--- config.mk ---
export PLATFORM = sky130hd
export DESIGN_NAME = ntcbt_div
export DESIGN_NICKNAME = d
export VERILOG_FILES = /design/src/hdl/ntcbt_div.sv
export SDC_FILE = /design/constraint.sdc
export NUM_CORES = 2
export LEC_CHECK = 0
export BUFFER_PORTS_ARGS = -buffer_cell sky130_fd_sc_hd__buf_2
export CORE_UTILIZATION = 40
export CTS_BUF_LIST = sky130_fd_sc_hd__clkbuf_4 sky130_fd_sc_hd__clkbuf_8
export DETAILED_ROUTE_END_ITERATION = 8
export HOLD_SLACK_MARGIN = 0.12
export MAX_ROUTING_LAYER = met4
export PLACE_DENSITY = 0.64
export SLEW_MARGIN = 20
export SYNTH_ARGS = -nofsm -noshare
export SYNTH_HDL_FRONTEND = slang
export SYNTH_SLANG_ARGS = --single-unit
--- constraint.sdc ---
create_clock -name clk -period 6.02 [get_ports clk]
set_input_delay 1.806 -clock clk [delete_from_list [all_inputs] [get_ports clk]]
set_output_delay 1.806 -clock clk [all_outputs]
set_load 0.05 [all_outputs]
--- src/hdl/ntcbt_div.sv ---
// ----------------------------------------------------------------------------
// ntcbt_div
// Pipelined restoring divider, one quotient bit per stage.
// ----------------------------------------------------------------------------
module ntcbt_div #(
  parameter int NUM_W  = 47,
  parameter int DEN_W  = 16,
  parameter int SIDE_W = 1
) (
  input  logic              clk,
  input  logic              rst,
  input  logic              in_valid,
  input  logic [NUM_W-1:0]  num,
  input  logic [DEN_W-1:0]  den,
  input  logic [SIDE_W-1:0] side_in,
  output logic              out_valid,
  output logic [NUM_W-1:0]  quo,
  output logic [SIDE_W-1:0] side_out
);

  logic              v  [0:NUM_W];
  logic [NUM_W-1:0]  nq [0:NUM_W];
  logic [DEN_W-1:0]  rm [0:NUM_W];
  logic [DEN_W-1:0]  dv [0:NUM_W];
  logic [SIDE_W-1:0] sd [0:NUM_W];

  assign v[0]  = in_valid;
  assign nq[0] = num;
  assign rm[0] = '0;
  assign dv[0] = den;
  assign sd[0] = side_in;

  // Each stage brings down one numerator bit and shifts in one quotient bit.
  for (genvar k = 0; k < NUM_W; k++) begin : g_stage
    logic [DEN_W:0] trial;
    logic           ge;
    assign trial = {rm[k], nq[k][NUM_W-1]};
    assign ge    = trial >= {1'b0, dv[k]};
    always_ff @(posedge clk) begin
      if (rst) begin
        v[k+1] <= 1'b0;
      end else begin
        v[k+1] <= v[k];
      end
      dv[k+1] <= dv[k];
      sd[k+1] <= sd[k];
      nq[k+1] <= {nq[k][NUM_W-2:0], ge};
      if (ge) begin
        rm[k+1] <= DEN_W'(trial - {1'b0, dv[k]});
      end else begin
        rm[k+1] <= trial[DEN_W-1:0];
      end
    end
  end

  assign out_valid = v[NUM_W];
  assign quo       = nq[NUM_W];
  assign side_out  = sd[NUM_W];

endmodule

## Word level (Yosys, flattened, before mapping)

Cells that the tools add are included.

- Register bits after elaboration: 3775
- Output and inout port bits: 49

- Multiplexer cells: 46
- Order comparisons: 47
- Add/sub/neg operators: 46

Operator list:

| cell | count |
|---|---|
| $ge A17 B16 Y1 | 46 |
| $mux W16 | 45 |
| $sub A16 B16 Y16 | 45 |
| $ge A1 B16 Y1 | 1 |
| $sub A1 B16 Y16 | 1 |
| $mux W1 | 1 |

## Logic depth before layout (Yosys ltp)

- Word-level depth: 2
- Mapped depth: 14

## Worst setup path before layout

No wires, ideal clock.

- Kind: input to register
- Start point: input num[46]
- End point: register rm, in the netlist g_stage[1].trial[1]
- Cell stages on the path: 9
- Data arrival time: 3505 ps
- Required time: 5948 ps
- Setup slack: 2443 ps
- Path through: inv_1 ha_1 clkbuf_1 inv_1 ha_1 a21oi_1 nor4_1 clkbuf_1 mux2i_1

- Longest elaborated chain between the ends: 2

Ends and longest elaborated chain:

| what | line | RTL |
|---|---|---|
| start, declared | 13 | `input logic [NUM_W-1:0] num,` |
| $ge A1 B16 Y1 | 38 | `assign ge = trial >= {1'b0, dv[k]};` |
| via g_stage[0].ge | 36 | `logic ge;` |
| $mux W1 | 48 | `if (ge) begin` |
| end signal, assigned by index | 49 | `rm[k+1] <= DEN_W'(trial - {1'b0, dv[k]});` |
| end signal, assigned by index | 51 | `rm[k+1] <= trial[DEN_W-1:0];` |
| end, declared | 23 | `logic [DEN_W-1:0] rm [0:NUM_W];` |

The timed path passes the listed nets, and every way through them passes these cells.
A chain may end at the register's enable or synchronous reset.

## Worst setup path in the final report

- Start point: register dv[358] (netlist name)
- End point: register rm, in the netlist g_stage[26].trial[16]

- Longest elaborated chain between the ends: 2

Ends and longest elaborated chain:

| what | line | RTL |
|---|---|---|
| start, declared | 24 | `logic [DEN_W-1:0] dv [0:NUM_W];` |
| start signal, assigned by index | 45 | `dv[k+1] <= dv[k];` |
| $sub A16 B16 Y16 / $ge A17 B16 Y1 (equally long branches) | 49, 38 |  |
| $mux W16 (*) | 48 |  |

Mark *: on every way between the ends. The rest lies on a longest branch, timed or not.

==> impl_results.md <==
* Syn_nets at 10,940
* # setup viols final at 0
* Clock Path Buffers at 4
* Hold slack at 0.2853 ns
* Hold crit path type: flip-flop to flip-flop
* Clock tree sinks at around 3,800
* Sum of negative setup slack at 0 ns
* Synth top area share at 63.79%
* # IOs at 116
* Wire per inst at 14.05 um
* Placed instance count at 13,990
* Die X-Extent at 546.2 um
* Arr. time, crit path at 4.55 ns
* Hold Vio Cnt, Final at 0
* Num CTS Buffers at 598
* Syn avg cell area at 11.74 um^2
* Placed Area at approximately 120,000 um^2
* RePlAce Congestion at 0.8699
* Most common cell in the netlist: dfxtp_1
* Violated checks: design-rule violations
* Hpwl dp at 150,900 um
* Largest cells by area after synthesis: dfxtp_1 (64%), ha_1 (7.8%), inv_1 (2.9%)
* Max Slew Vio Count at 0
* Count of cell types in the netlist at 84
* WP data required at roughly 7 ns
* Status: finished, violations left
* Post-synthesis xor/xnor area fraction at 3.704%
* Max Fclk at around 280 MHz
* Core area at 294,300 um^2
* Setup Fix Bufs, Post-CTS at 0
* Crit end category: flip-flop
* Yosys warns at 0
* Layout cells sized above 1 at 12.22%
* # fillers at 26,590
* Final setup margin at between 2 and 2.5 ns
* Post-cts gate resize count at 0
* Cell Rows at between 150 and 200
* LEAKAGE at 61.63 nW
* Largest net degree at the start of global routing at 48
* Die area at 298,400 um^2
* I/O Buffers at between 100 and 150
* Post-Place Worst Slack at 2.061 ns
* Layout net count at 11,530
* Adder-Cell Fraction of Synth Area at 8.555%
* Yosys reg bits at 3,775
* Post-synth top cells: dfxtp_1 (3,775), inv_1 (916), ha_1 (738)
* Final period utilization at 59.73%
* Post-synth EDFFs at 0
* Final Skew at approximately 0.052 ns
* Post-synthesis compound-gate area fraction at approximately 9.6%
* First-pass GRT wire length at 347,600 um
* Total grt overflow at 0
* Synth Area in Simple Gates at between 6 and 7%
* Maximum fanout along the worst path at 17
* CTS tree: done
* Initial antenna violation count at 3
* End-of-flow core utilization at 46.41%
* CTS Hold Bufs at 0
* Drt pass-1 iters at 8
* Total Power at approximately 76 mW
* Post-DRT Antenna Nets at 0
* Non-filler cells, final at 15,050
* Max Cap Viol at 0
* Final WL at 211,400 um
* Area Growth Syn to Fin at 15.31%
* Netlist Area Pre-Place at 118,500 um^2
* GRT Overall Usage at 14.38%
* Root Driver: clkbuf_8
* Skew-Pair Late Insertion Delay at ~1.1 ns
* Unrepaired setup endpoints after global routing: false
* Clk slew on worst S/H paths at 0.07 ns
* Post-route cell area at 136,600 um^2
* Fin crit period at 3.596 ns
* Area leader, netlist: dfxtp_1
* Post-synthesis instance total at 10,090
* Via Count at 69,200
* CP startpoint kind: flip-flop
* Drt via density at 4.598
* Vias in the first global route at 70,830
* DRC at 4
* PD cells at 558.9 nW/um^2
* Largest family of logic cells by synthesized area: compound AO/OA/AOI/OAI gates
* Ys flop type: dfxtp_1
* Die Y at 546.2 um
* Slew HR at 31.19%
* Sequential fraction of the synthesis area at between 60% and 70%
* Asr flop ratio synth at 0%
* Mux contribution to synthesized area at about 3.7%
* DRT iter0 DRCs at 3,212
* H-tree Lvls at 6
* Crit path kind: flip-flop to flip-flop
* Worst Tran Pin Value at 1.032 ns
* Max IR drop VDD at 281.5 uV
* Initial Utilization at between 40% and 50%
-- per-layer routing --
layer,vias to the layer above,part of all wire (%),track usage (%)
met5,-,0,-
met4,0,3.6,6.235
met3,541,4.6,2.892
met2,1325,47,23.95
met1,32090,44,16.79
li1,35250,-,-
-- worst max-delay path, cell delays in order, from the launching register on --
cell and delay [ns]:
dfxtp_1 0.32, inv_1 0.04, ha_1 0.36, a21o_1 0.23, or3_1 0.38, o2111ai_1 0.29
a21boi_1 0.17, o41ai_4 0.35, a21oi_1 0.11, or3_1 0.73, mux2_1 0.48
-- final timing paths --
kind | start | end | slack, ns | cells after the start
max | dv[358] | g_stage[26].trial[16] | 2.42 | 10
min | nq[746] | nq[700] | 0.29 | 0
max reg2reg | dv[358] | g_stage[26].trial[16] | 2.42 | 10
min reg2reg | nq[746] | nq[700] | 0.29 | 0
-- state kept, by name (all words and copies together), names as in the netlist --
signal / flops
quo: 47
dv: 736
out_valid: 1
sd: 46
nq: 2116
side_out: 1
v: 46
g_stage.trial: 782
-- where the power goes --
| part | leakage, nW | internal, mW | total [mW] | switching, mW |
|---|---|---|---|---|
| logic | 23.1 | 9.35 | 20.9 | 11.6 |
| registers | 31.6 | 30.2 | 32.3 | 2.14 |
| clock network | 6.99 | 13.3 | 23.1 | 9.75 |
-- cells in the final DEF (no fill, tap or decap), types with 29 or more instances in the layout --
cell      Yosys  layout
nand2b_1     85      85
nor2_1      475     475
nor3_1      120     120
nor2b_1     174     174
fa_1         45      45
o31ai_1      76      75
and3_1       42      42
o31a_1       32      32
xor2_1      178     178
o21ai_1     210     207
o21a_1      113     113
xnor2_1     323     323
or3_1        39      39
a211oi_1     45      45
a21o_1      186     186
nand3_1      88      88
o21ai_0     297     297
inv_1       916     916
nand4_1      91      91
clkbuf_4      0     172
mux2i_1      72      72
a21oi_1     506     504
nor4_1       38      37
a21boi_1     29      29
nand2_1     495     495
a211o_1      41      41
mux2_1      222     222
ha_1        738     738
buf_2        24     115
clkinv_2      0      67
clkbuf_8      0     735
a31oi_1      59      59
o21bai_1     39      39
dfxtp_1    3775    3775
mux2_2       87      87
-- final cells by class --
cell class	count	area, um^2	area share [%]
Tap cell	3919	4903	3.590
Timing Repair Buffer	139	759.5	0.5560
Antenna cell	1	2.502	0.001832
Multi-Input combinational cell	5240	38660	28.30
Clock inverter	149	1833	1.342
Clock buffer	907	11410	8.351
Inverter	921	3457	2.531
Sequential cell	3775	75570	55.32
-- cell families after synthesis --
group           count (synthesis)
fa+ha+maj                     783
flops                        3775
xor+xnor                      501
buf+inv                      1077
compound gates               1828
mux                           395
simple gates                 1733
Power figures use the tool's default switching activity.
